## src/rtl/core/sldf_pkg.sv

```systemverilog
`timescale 1ns / 1ps
// ----------------------------------------------------------------------------
// sldf_pkg
// Shared constants and types of the sync/length frame deframer.
// ----------------------------------------------------------------------------
package sldf_pkg;

   localparam int BUFFER_BYTES_DEFAULT = 512;

   localparam int BYTE_W    = 8;
   localparam int OFFSET_W  = 9;
   localparam int FLEN_W    = 10;
   localparam int PAYLEN_W  = 16;

   localparam int LEN_LOW_POS  = 7;
   localparam int LEN_HIGH_POS = 8;
   localparam int HEADER_BYTES = 9;

   // tdata of a response: data_byte, byte_offset, frame_length, zero fill
   localparam int RSP_DATA_W = 32;
   // tuser of a response: stored, overflow_drop
   localparam int RSP_USER_W = 2;

   typedef struct packed {
      logic                stored;
      logic [BYTE_W-1:0]   data_byte;
      logic [OFFSET_W-1:0] byte_offset;
      logic                frame_done;
      logic [FLEN_W-1:0]   frame_length;
      logic                overflow_drop;
   } result_type;

endpackage

```

## src/rtl/core/sldf_step.sv

```systemverilog
`timescale 1ns / 1ps
// ----------------------------------------------------------------------------
// sldf_step
// Frame tracking for one byte: drop check, sync hunt, header and payload count.
// ----------------------------------------------------------------------------
module sldf_step import sldf_pkg::*; #(
   parameter int BUFFER_BYTES = BUFFER_BYTES_DEFAULT,
   parameter int FILL_W       = $clog2(BUFFER_BYTES + 1)
) (
   input  logic [BYTE_W-1:0]   rx_byte,
   input  logic [BYTE_W-1:0]   sync_byte,
   input  logic [FILL_W-1:0]   fill_cur,
   input  logic [PAYLEN_W-1:0] remain_cur,
   output logic [FILL_W-1:0]   fill_next,
   output logic [PAYLEN_W-1:0] remain_next,
   output result_type          result
);

   logic                drop;
   logic [FILL_W-1:0]   fill_a;
   logic [PAYLEN_W-1:0] remain_a;
   logic [FILL_W-1:0]   fill_b;
   logic [PAYLEN_W-1:0] remain_b;
   logic                stored;
   logic [FILL_W-1:0]   offset;
   logic                done;

   always_comb begin
      drop     = (fill_cur >= FILL_W'(BUFFER_BYTES));
      // abandon the partial frame and look at this byte from the hunt state
      fill_a   = drop ? '0 : fill_cur;
      remain_a = drop ? '0 : remain_cur;
      fill_b   = fill_a;
      remain_b = remain_a;
      stored   = 1'b0;
      offset   = '0;
      priority if (fill_a == '0) begin
         if (rx_byte == sync_byte) begin
            stored = 1'b1;
            fill_b = FILL_W'(1);
         end
      end else if (fill_a < FILL_W'(HEADER_BYTES)) begin
         if (fill_a == FILL_W'(LEN_LOW_POS)) begin
            remain_b = PAYLEN_W'(rx_byte);
         end else if (fill_a == FILL_W'(LEN_HIGH_POS)) begin
            remain_b = {rx_byte, remain_a[BYTE_W-1:0]};
         end
         stored = 1'b1;
         offset = fill_a;
         fill_b = fill_a + FILL_W'(1);
      end else if (remain_a != '0) begin
         stored   = 1'b1;
         offset   = fill_a;
         fill_b   = fill_a + FILL_W'(1);
         remain_b = remain_a - PAYLEN_W'(1);
      end

      done        = (fill_b >= FILL_W'(HEADER_BYTES)) && (remain_b == '0);
      fill_next   = done ? '0 : fill_b;
      remain_next = remain_b;

      result.stored        = stored;
      result.data_byte     = stored ? rx_byte : '0;
      result.byte_offset   = OFFSET_W'(offset);
      result.frame_done    = done;
      result.frame_length  = done ? FLEN_W'(fill_b) : '0;
      result.overflow_drop = drop;
   end

endmodule

```

## src/rtl/core/sldf_rsp_reg.sv

```systemverilog
`timescale 1ns / 1ps
// ----------------------------------------------------------------------------
// sldf_rsp_reg
// Response register: holds one result until the downstream side takes it.
// ----------------------------------------------------------------------------
module sldf_rsp_reg import sldf_pkg::*; (
   input  logic                  clock,
   input  logic                  reset,
   input  logic                  load,
   input  result_type            result,
   output logic                  free,
   output logic                  rsp_tvalid,
   input  logic                  rsp_tready,
   output logic [RSP_DATA_W-1:0] rsp_tdata,   // data_byte, byte_offset, frame_length
   output logic [RSP_USER_W-1:0] rsp_tuser,   // stored, overflow_drop
   output logic                  rsp_tlast    // frame_done
);

   logic       valid_ff;
   logic       valid_in;
   result_type result_ff;

   assign free     = !valid_ff || rsp_tready;
   assign valid_in = load || (valid_ff && !rsp_tready);

   always_ff @(posedge clock) begin
      if (reset) begin
         valid_ff <= 1'b0;
      end else begin
         valid_ff <= valid_in;
      end
   end

   always_ff @(posedge clock) begin
      if (load) begin
         result_ff <= result;
      end
   end

   assign rsp_tvalid = valid_ff;
   assign rsp_tdata  = RSP_DATA_W'({result_ff.frame_length, result_ff.byte_offset,
                                    result_ff.data_byte});
   assign rsp_tuser  = {result_ff.overflow_drop, result_ff.stored};
   assign rsp_tlast  = result_ff.frame_done;

endmodule

```

## src/rtl/core/sync_length_frame_deframer_unit.sv

```systemverilog
`timescale 1ns / 1ps
// ----------------------------------------------------------------------------
// sync_length_frame_deframer_unit
// Sync-byte hunt and length-prefixed frame assembly, one response per byte.
// ----------------------------------------------------------------------------
// The unit takes one received byte per clock unless downstream backpressure
// holds it, and returns one response per byte through the request register
// and then the response register. The frame counters update in the same
// cycle as a byte moves from the request register to the response register,
// so the rate is one byte per clock, limited only by backpressure. A frame
// is the sync byte, eight more header bytes, and the payload whose length is
// header bytes 7 and 8 (little-endian). rsp_tlast marks the byte that closes a
// frame; a frame that grows past BUFFER_BYTES is dropped and flagged in
// rsp_tuser. Write csr_wr_data (the sync byte) only while the unit is idle.
// ----------------------------------------------------------------------------
module sync_length_frame_deframer_unit import sldf_pkg::*; #(
   parameter int BUFFER_BYTES = BUFFER_BYTES_DEFAULT
) (
   input  logic                  clock,
   input  logic                  reset,
   input  logic                  csr_wr_en,
   input  logic [BYTE_W-1:0]     csr_wr_data,  // sync_byte
   input  logic                  req_tvalid,
   output logic                  req_tready,
   input  logic [BYTE_W-1:0]     req_tdata,    // rx_byte
   output logic                  rsp_tvalid,
   input  logic                  rsp_tready,
   output logic [RSP_DATA_W-1:0] rsp_tdata,    // data_byte, byte_offset, frame_length
   output logic [RSP_USER_W-1:0] rsp_tuser,    // stored, overflow_drop
   output logic                  rsp_tlast     // frame_done
);

   localparam int FILL_W = $clog2(BUFFER_BYTES + 1);

   logic [BYTE_W-1:0]   sync_ff;
   logic                req_valid_ff;
   logic                req_valid_in;
   logic [BYTE_W-1:0]   req_byte_ff;
   logic [FILL_W-1:0]   fill_ff;
   logic [FILL_W-1:0]   fill_in;
   logic [PAYLEN_W-1:0] remain_ff;
   logic [PAYLEN_W-1:0] remain_in;
   logic                rsp_free;
   logic                advance;
   result_type          step_result;

   assign advance      = req_valid_ff && rsp_free;
   assign req_tready   = !req_valid_ff || advance;
   assign req_valid_in = (req_tvalid && req_tready) || (req_valid_ff && !advance);

   always_ff @(posedge clock) begin
      if (reset) begin
         sync_ff      <= '0;
         req_valid_ff <= 1'b0;
         fill_ff      <= '0;
         remain_ff    <= '0;
      end else begin
         if (csr_wr_en) begin
            sync_ff <= csr_wr_data;
         end
         req_valid_ff <= req_valid_in;
         // advance the frame counters only when the request moves on
         if (advance) begin
            fill_ff   <= fill_in;
            remain_ff <= remain_in;
         end
      end
   end

   always_ff @(posedge clock) begin
      if (req_tvalid && req_tready) begin
         req_byte_ff <= req_tdata;
      end
   end

   sldf_step #(
      .BUFFER_BYTES (BUFFER_BYTES),
      .FILL_W       (FILL_W)
   ) u_step (
      .rx_byte     (req_byte_ff),
      .sync_byte   (sync_ff),
      .fill_cur    (fill_ff),
      .remain_cur  (remain_ff),
      .fill_next   (fill_in),
      .remain_next (remain_in),
      .result      (step_result)
   );

   sldf_rsp_reg u_rsp_reg (
      .clock      (clock),
      .reset      (reset),
      .load       (advance),
      .result     (step_result),
      .free       (rsp_free),
      .rsp_tvalid (rsp_tvalid),
      .rsp_tready (rsp_tready),
      .rsp_tdata  (rsp_tdata),
      .rsp_tuser  (rsp_tuser),
      .rsp_tlast  (rsp_tlast)
   );

   // the fill count never passes the buffer size
   a_fill_bound: assert property (@(posedge clock) disable iff (reset)
      fill_ff <= FILL_W'(BUFFER_BYTES))
      else $error("fill count beyond buffer size");

   // payload left to collect only once the low length byte is in
   a_remain_header: assert property (@(posedge clock) disable iff (reset)
      (remain_ff != '0) |-> (fill_ff > FILL_W'(LEN_LOW_POS)))
      else $error("payload count outside a frame");

   // a frame closes only on a byte that was stored
   a_done_stored: assert property (@(posedge clock) disable iff (reset)
      (rsp_tvalid && rsp_tlast) |-> rsp_tuser[0])
      else $error("frame end on a discarded byte");

   // counters hold while no request moves on
   a_hold_state: assert property (@(posedge clock) disable iff (reset)
      !advance |=> ($stable(fill_ff) && $stable(remain_ff)))
      else $error("frame counters changed without a request");

endmodule
```

## config.mk

```make
export PLATFORM = sky130hd
export DESIGN_NAME = sync_length_frame_deframer_unit
export DESIGN_NICKNAME = d
export VERILOG_FILES = /design/src/rtl/core/sldf_pkg.sv /design/src/rtl/core/sldf_step.sv /design/src/rtl/core/sldf_rsp_reg.sv /design/src/rtl/core/sync_length_frame_deframer_unit.sv
export SDC_FILE = /design/constraint.sdc
export NUM_CORES = 1
export LEC_CHECK = 0
export ABC_CLOCK_PERIOD_IN_PS = 4900
export BUFFER_PORTS_ARGS = -buffer_cell sky130_fd_sc_hd__buf_2
export CORE_UTILIZATION = 53
export DETAILED_ROUTE_END_ITERATION = 8
export PLACE_DENSITY = 0.77
export SETUP_SLACK_MARGIN = 0.5
export SLEW_MARGIN = 20
export SYNTH_ARGS = -nofsm -noshare
export SYNTH_HDL_FRONTEND = slang
export SYNTH_HIERARCHICAL = 1
export SYNTH_SLANG_ARGS = --single-unit
```

## constraint.sdc

```tcl
create_clock -name clock -period 4.9 [get_ports clock]
set_clock_uncertainty 0.05 [all_clocks]
set_input_delay 0 -clock clock [delete_from_list [all_inputs] [get_ports clock]]
set_output_delay 0 -clock clock [all_outputs]
set_load 0.03 [all_outputs]
```

# [Word-level counts from Yosys, hierarchy flattened]
# Index checks and enable logic that the tools add are counted.
[classes] n_addsub=2 order_cmp=3 eq_ne=3 n_mux=18 reduce_logical=16
[op_table] cell="16-bit two-way mux" n=6
[op_table] cell="10-bit two-way mux" n=6
[op_table] cell="9-bit two-way mux" n=2
[op_table] cell="16-bit logical NOT" n=1
[op_table] cell="16-bit nonzero test" n=1
[op_table] cell="16-bit by 1-bit subtractor with 16-bit output, second input constant" n=1
[op_table] cell="10-bit by 1-bit adder with 10-bit output, second input constant" n=1
[op_table] cell="10-bit by 3-bit == test with 1-bit output, second input constant" n=1
[op_table] cell="10-bit by 4-bit == test with 1-bit output, second input constant" n=1
[op_table] cell="10-bit >= comparator, second input constant" n=1
[op_table] cell="10-bit by 4-bit >= comparator with 1-bit output, second input constant" n=1
[op_table] cell="10-bit logical NOT" n=1
[op_table] cell="10-bit by 4-bit < comparator with 1-bit output, second input constant" n=1
[op_table] cell="8-bit == test" n=1
[op_table] cell="1-bit logical AND" n=5
[op_table] cell="1-bit logical NOT" n=4
[op_table] cell="1-bit logical OR" n=4
[op_table] cell="1-bit two-way mux" n=4
[totals] reg_bits=74 input_bits=21 wordCells=54

# [Depth between registers and ports, before layout]
# Gate-level depths: netlist (run 1).
[logic_depth] word_depth=10 ltp_mapped=20 mapped_depth_nobuf=16

# [Hierarchy]
# The synthesis (run 1) kept the hierarchy.
[modules_own_cells] module="sldf_step" instances=1 cells_each=297 area_each_um2=1941.9 seq_area_each_um2=0.0
[modules_own_cells] module="sync_length_frame_deframer_unit" instances=1 cells_each=159 area_each_um2=1809.2 seq_area_each_um2=940.9
[modules_own_cells] module="sldf_rsp_reg" instances=1 cells_each=40 area_each_um2=988.4 seq_area_each_um2=920.9

# [Worst setup path before layout (run 1)]
# No wires, ideal clock.
[synth_path] path_type="register -> register" startpoint="register fill_ff[9]" endpoint="register fill_ff[3]" setup_ps=66 t_arrival_ps=4477 t_required_ps=4784 path_slack_ps=307 stages_incl_launch_ff=21 n_path_buf=4 period_less_slack_ps=4593 cell_sequence="dfxtp_1 clkbuf_1 clkbuf_1 clkinv_1 clkbuf_1 nand2_1 ha_1 nor3b_1 a31oi_1 nor2_1 inv_1 ha_1 mux2i_1 a32o_1 o2111a_1 o211ai_1 or4_1 buf_4 a21oi_2 nand3_1 a21oi_2"
[synth_between] elab_chain_len=10
[synth_rtl] item="start: declaration" line="sync_length_frame_deframer_unit.sv:39" text="logic [FILL_W-1:0] fill_ff;"
[synth_rtl] item="start signal: assignment" line="sync_length_frame_deframer_unit.sv:64" text="fill_ff <= fill_in;"
[synth_rtl] item="parallel branches: the longest is 9 deep, another holds 10-bit >= comparator"
[synth_rtl] item="10-bit two-way mux *" line="sldf_step.sv:59" text="fill_next = done ? '0 : fill_b;"
[synth_rtl] item="named net fill_in[3]" line="sync_length_frame_deframer_unit.sv:40" text="logic [FILL_W-1:0] fill_in;"
# Mark *: on every way through the listed nets, which the timed path passes.
# A chain may end at the register's enable or synchronous reset.

# [Worst setup path after layout (run 1)]
[layout_path] startpoint="register fill_ff[9]" endpoint="register fill_ff[9]"
[layout_lines] item="10-bit >= comparator" line="sldf_step.sv:29" text="drop = (fill_cur >= FILL_W'(BUFFER_BYTES));"
[layout_lines] item="16-bit two-way mux / 10-bit two-way mux (equally long branches)" line="sldf_step.sv:32, sldf_step.sv:31"
[layout_lines] item="16-bit by 1-bit subtractor with 16-bit output (tied with other cells)" line="sldf_step.sv:55" text="remain_b = remain_a - PAYLEN_W'(1);"
[layout_lines] item="16-bit two-way mux, on equally long branches" line="sldf_step.sv:51, sldf_step.sv:43"
[layout_lines] item="16-bit two-way mux" line="sldf_step.sv:42" text="end else if (fill_a < FILL_W'(HEADER_BYTES)) begin"
[layout_lines] item="16-bit two-way mux *" line="sldf_step.sv:37" text="priority if (fill_a == '0) begin"
[layout_lines] item="named net remain_in[2]" line="sync_length_frame_deframer_unit.sv:42" text="logic [PAYLEN_W-1:0] remain_in;"
[layout_lines] item="16-bit logical NOT *" line="sldf_step.sv:58" text="done = (fill_b >= FILL_W'(HEADER_BYTES)) && (remain_b == '0);"
[layout_lines] item="1-bit logical AND *" line="sldf_step.sv:58"
[layout_lines] item="10-bit two-way mux *" line="sldf_step.sv:59"
[layout_lines] item="named net fill_in[9]" line="sync_length_frame_deframer_unit.sv:40"
# Mark *: on every way through the listed nets, which the timed path passes. The rest lies on a longest branch.

==> results of run 1 <==
-- through the flow --
stage,cell area [µm²],hold WS [ns]
6_report,5380,0.0265
5_1_grt,5380,0.0352
4_1_cts,5320,0.00980
3_5_place_dp,4930,0.128
3_3_place_gp,4930,0.128
2_1_floorplan,4760,0.0124
-- routing by layer --
metal / routed length [µm] / GRT usage (%) / vias up
met3: 1130 / 5.48 / 50
li1: - / - / 1940
met4: 465 / 14.7 / 0
met1: 5280 / 38.9 / 1954
met5: 0 / 0 / -
met2: 5920 / 46.1 / 277
-- cell type report --
class | instances | area share (%)
Multi-Input combinational cell | 366 | 48.0
Timing Repair Buffer | 81 | 9.75
Clock buffer | 11 | 2.63
Sequential cell | 74 | 34.6
Inverter | 15 | 1.05
Tap cell | 108 | 2.51
Clock inverter | 5 | 1.47
-- worst max-delay path by stage --
stage	endpoint	slack, ns	cells after the start
2_1_floorplan	fill_ff[3]$_SDFFE_PP0P_	0.60	20
3_3_place_gp	fill_ff[3]$_SDFFE_PP0P_	0.62	14
3_5_place_dp	fill_ff[6]$_SDFFE_PP0P_	0.60	14
4_1_cts	fill_ff[6]$_SDFFE_PP0P_	0.53	14
5_1_grt	fill_ff[9]$_SDFFE_PP0P_	0.50	15
6_report	fill_ff[9]$_SDFFE_PP0P_	0.77	15
-- worst max-delay path, stage by stage, from the launching register on --
cell	delay, ns
dfxtp_1	0.33
buf_6	0.20
nor2b_1	0.19
inv_1	0.16
ha_1	0.26
nor2b_1	0.18
o211ai_1	0.32
buf_4	0.26
nand2_1	0.32
o311a_1	0.48
a211oi_1	0.20
and4_1	0.26
and4b_2	0.42
nor2_1	0.09
nand3_1	0.08
a21oi_1	0.14
-- registers in the layout, indices dropped and copies added, names as in the netlist --
signal / count
remain_ff: 16
u_rsp_reg/rsp_tuser: 2
fill_ff: 10
req_valid_ff: 1
u_rsp_reg/rsp_tdata: 27
u_rsp_reg/rsp_tlast: 1
req_byte_ff: 8
u_rsp_reg/rsp_tvalid: 1
sync_ff: 8
-- kinds of logic after synthesis --
logic type               after synthesis  synth area share [%]
AND/OR/NAND/NOR                      179                  20.8
AO/OA/AOI/OAI                        144                  24.6
flip-flops                            74                  39.3
buffers and inverters                 60                  7.21
XOR/XNOR                              16                  2.96
multiplexers                          16                  3.48
adder cells (fa/ha/maj)                6                  1.58
other                                  1                0.0791
-- placed cells by master, fill, tap and decap left out, drive strengths merged, types with 3 or more instances in the layout --
cell type	count
a2111oi	3
a211oi	4
a21bo	26
a21oi	52
and2	16
and3	5
buf	64
clkbuf	11
clkinv	4
conb	5
dfxtp	36
dlygate4sd3	17
edfxtp	38
ha	6
inv	14
mux2i	15
nand2	20
nand2b	4
nand3	37
nor2	39
nor2b	7
nor3	18
nor4	13
o211ai	7
o21a	3
o21ai	10
o22ai	4
or2	3
or3	3
or4	5
xnor2	6
xor2	10
-- timing repair --
item,in CTS,in global routing
hold buffers,17,0
resized for setup,0,7
setup endpoints to repair,0,16
setup buffers,0,4
hold endpoints to repair,17,0
-- power breakdown --
part / leakage [nW] / internal (mW) / switching (mW) / total [mW]
Sequential: 0.648 / 0.669 / 0.0138 / 0.683
Clock: 0.113 / 0.300 / 0.233 / 0.533
Combinational: 1.25 / 0.0324 / 0.0673 / 0.0997
==> flow_summary.ini, run 1 <==
[run_status]
status = completed

[synthesis]
synth_edf_count = 38
yosys_warnings = 6
synth.top_cell.area_share_pct = 24.1
ys_top_cells_by_count = 38 x edfxtp_1, 38 x nor2_1, 37 x nand3_1
synth_area_leaders = edfxtp_1 24%, dfxtp_1 15%, a21oi_2 5.7%
synthFlopType = edfxtp_1
synth_seq_cells = 74
ys_async_sr_fraction_pct = 0
synthCells = 496
synth_top_area_cell = edfxtp_1
syn-mean-instance-area_um2 = 9.56
netlist_area_um2 = 4740
ys_types = 77
ys_seq_area_share_pct = 39.3

[sta]
finalCriticalPeriod_ns = 4.13
slew_headroom_pct = 37.5
finalHoldViolCount = 0
tightest_slew_ns = 0.937
fin_setup_tns_ns = 0
fin_ws_ns = 0.770
finalMaxSlewViolations = 0
setup_viol = 0
rsz0062_at_grt = no
post-route-period-util_pct = 84.3
fmax_ghz = 0.242

[clock_network]
cts_max_level = 3
cts_root_buffer = clkbuf_8
clock_latency_ns = 0.35
numCtsBuffers = 9
cts_tree = done
clkSinkCount = 74
clkTransAtPathRegs_ns = 0.09
clk_path_buf_depth = 2

[global_route]
antenna_found_initial = 0
grt_pass1_vias = 3852
grt_pass1_wl_um = 20400
grt_max_degree = 56
grt_use_total_pct = 29.5
gr-total-overflow = 0

[pwr]
power.static_leakage_nw = 2.01
powerDensity_nw_per_um2 = 245
peakVddDrop_mv = 0.121
finalPower_mw = 1.32

[setup_path]
reg2reg_depth = 15
cp_data_arrival_time_ns = 4.24
critPathLaunch = fill_ff[9]$_SDFFE_PP0P_
r2r_slack_ns = 0.77
cp_max_fo = 37
cp_data_required_time_ns = 5.02
path_class = register to register
startpoint_type = register
timing.rr.start = fill_ff[9]$_SDFFE_PP0P_
r2r-end = fill_ff[9]$_SDFFE_PP0P_
endpoint_kind = register

[finish]
post-route-util_pct = 62.0
layout.nets = 574
multiInputGateArea_um2 = 2580
final_cells = 660
area_growth_pct = 13.5
fillCellCount = 748
diodes = 0
register_area_um2 = 1860
drive_above_1_share_pct = 24.3

[die]
die_y_um = 96.6
core_area_um2 = 8680
rows = 34
die-area_um2 = 9320
start_util_pct = 54.6
ioPinCount = 58
die_x_um = 96.6

[route]
route.vias.total = 4221
vias_per_cell = 6.40
dr.pass1.iters = 6
wl_per_cell_um = 19.4
drtAntennaViolNets = 0
drt-total-wl_um = 12800
drcViolationCount = 0
drt_iter0_drc = 465

[min_path]
hold_start = csr_wr_en
hold-path-cell-count = 3
holdPathEnd = sync_ff[6]$_SDFFE_PP0P_
hp-class = input pin to register

[job]
maxCapViolCount = 0

[placement]
globalplace.congestion = 1.05
dp_worst_setup_slack_ns = 0.598
io_buffers = 52
dp_hpwl_um = 8960
placed_cells = 623
No activity file was read; power rests on OpenSTA's default activity.
==> run 2, diff against run 1 <==
--- a/config.mk
+++ b/config.mk
@@ -5,7 +5,7 @@
 export SDC_FILE = /design/constraint.sdc
 export NUM_CORES = 1
 export LEC_CHECK = 0
-export ABC_CLOCK_PERIOD_IN_PS = 4900
+export ABC_CLOCK_PERIOD_IN_PS = 3700
 export BUFFER_PORTS_ARGS = -buffer_cell sky130_fd_sc_hd__buf_2
 export CORE_UTILIZATION = 53
 export DETAILED_ROUTE_END_ITERATION = 8
==> constraint.sdc (replaced) <==
create_clock -name clock -period 3.7 [get_ports clock]
set_clock_uncertainty 0.05 [all_clocks]
set_input_delay 0 -clock clock [delete_from_list [all_inputs] [get_ports clock]]
set_output_delay 0 -clock clock [all_outputs]
set_load 0.03 [all_outputs]
==> flow_summary.ini, run 2 (synthesis results as in run 1) <==
[route]
drtAntennaViolNets = 0
met2_length_um = 6930
wl_met3_um = 867
drt_iter0_drc = 331
wirelength_met1_um = 6100
drt-total-wl_um = 14600
highest_layer = met4
route.vias.total = 4407
dr.pass1.iters = 5
vias_per_cell = 6.22
wl_per_cell_um = 20.7
drcViolationCount = 0

[sta]
finalCriticalPeriod_ns = 3.34
tightest_slew_ns = 0.976
slew_headroom_pct = 35.0
fmax_ghz = 0.299
finalHoldViolCount = 0
post-route-period-util_pct = 90.4
setup_viol = 0
finalMaxSlewViolations = 0
fin_ws_ns = 0.357
fin_setup_tns_ns = 0
rsz0062_at_grt = yes

[placement]
globalplace.congestion = 0.953
dp_hpwl_um = 10400
dp_worst_setup_slack_ns = -0.00468
io_buffers = 52

[finish]
final_cell_mix = 58 x buf_4, 52 x buf_2, 38 x edfxtp_1
largest_reg_flops = 27
layout.nets = 622
final_common_cell = buf_4
diodes = 0
area_growth_pct = 26.2
drive_above_1_share_pct = 36.5

[job]
maxCapViolCount = 0

[die]
start_util_pct = 54.6
die_y_um = 96.6
core_area_um2 = 8680
ioPinCount = 58
rows = 34
die_x_um = 96.6
die-area_um2 = 9320

[global_route]
grt_pass1_vias = 4185
gr-total-overflow = 0
antenna_found_initial = 0
grt_pass1_wl_um = 22800
grt_use_total_pct = 33.5
grt_max_degree = 56

[setup_path]
startpoint_type = register
crit_slowest_cell = or3_4
critPathBufInv = 4
critPathTopFamily = simple AND/OR/NAND/NOR gates
crit_chain = clkinv_8 > nand2_4 > ha_4 > nor3b_4 > buf_4 > a21o_1 > or3_4 > or3_1 > o211ai_1 > nor3_1 > buf_4 > and4b_2 > buf_12 > a21oi_2 > nand3_1 > a21oi_2
cp_max_fo = 10
cp_data_arrival_time_ns = 3.58
critical_path.max_stage_delay_ns = 0.41
path_class = register to register
endpoint_kind = register
cp_data_required_time_ns = 3.94

[clock_network]
clk_path_buf_depth = 2
numCtsBuffers = 9
clkTransAtPathRegs_ns = 0.08
cts_max_level = 3
cts_tree = done
clkSinkCount = 74
clock_latency_ns = 0.36
cts_root_buffer = clkbuf_8

[pwr]
peakVddDrop_mv = 0.197
power.static_leakage_nw = 2.29
powerDensity_nw_per_um2 = 284

[min_path]
hp-class = input pin to register

[run_status]
status = completed
run 2: repair_timing:
action / 4_1_cts / 5_1_grt
buffers inserted: 8 / 5
hold buffers: 17 / 0
endpoints found under the setup margin: 21 / 21
gates resized for setup: 28 / 18
endpoints found under the hold margin: 17 / 0
pin swaps: 9 / 9
run 2: worst reg2reg max path: stages, from the launching register on:
cell and delay [ns]:
dfxtp_4 0.38, clkinv_8 0.07, nand2_4 0.05, ha_4 0.16, nor3b_4 0.17, buf_4 0.15
a21o_1 0.21, or3_4 0.41, or3_1 0.38, o211ai_1 0.16, nor3_1 0.10, buf_4 0.15
and4b_2 0.26, buf_12 0.15, a21oi_2 0.13, nand3_1 0.10, a21oi_2 0.17
run 2: area by class of cell:
cell class                      instances  area [µm²]
Tap cell                              108         135
Clock buffer                           10         138
Clock inverter                          6        65.1
Timing Repair Buffer                  129         897
Fill cell                             702        2700
Multi-Input combinational cell        366        2810
Sequential cell                        74        1870
Inverter                               15        68.8
run 2: layer usage:
layer | vias to the layer above | GRT usage [%]
met1 | 2111 | 41.9
met2 | 210 | 54.4
met4 | 0 | 18.9
met5 | - | 0
li1 | 2031 | -
met3 | 55 | 6.03
run 2: final timing paths:
check,startpoint,endpoint,slack [ns],depth (start not counted)
setup / recovery,fill_ff[9]$_SDFFE_PP0P_,fill_ff[0]$_SDFFE_PP0P_,0.36,16
hold / removal,csr_wr_en,sync_ff[7]$_SDFFE_PP0P_,0.02,3
hold reg to reg,sync_ff[0]$_SDFFE_PP0P_,sync_ff[0]$_SDFFE_PP0P_,0.48,2
setup reg to reg,fill_ff[9]$_SDFFE_PP0P_,fill_ff[0]$_SDFFE_PP0P_,0.36,16
run 2: power breakdown:
group | leakage [nW] | internal [mW] | switching, mW
clock | 0.103 | 0.331 | 0.328
sequential | 0.650 | 0.885 | 0.0212
combinational | 1.54 | 0.0435 | 0.0880
total | 2.29 | 1.26 | 0.438
run 2: metrics by stage:
step | instance area (µm²) | hold WS (ns) | std cells | power (mW) | utilization (%)
floorplan | 4890 | 0.0124 | 500 | 1.01 | -
finish | 5980 | 0.0235 | 708 | 1.70 | 68.9
detailed placement | 5310 | 0.129 | 662 | 1.04 | 61.2
global route | 5980 | 0.0497 | 708 | 1.76 | 68.9
global placement | 5310 | 0.127 | 662 | 1.04 | 61.2
CTS | 5860 | 0.0181 | 703 | 1.71 | 67.5
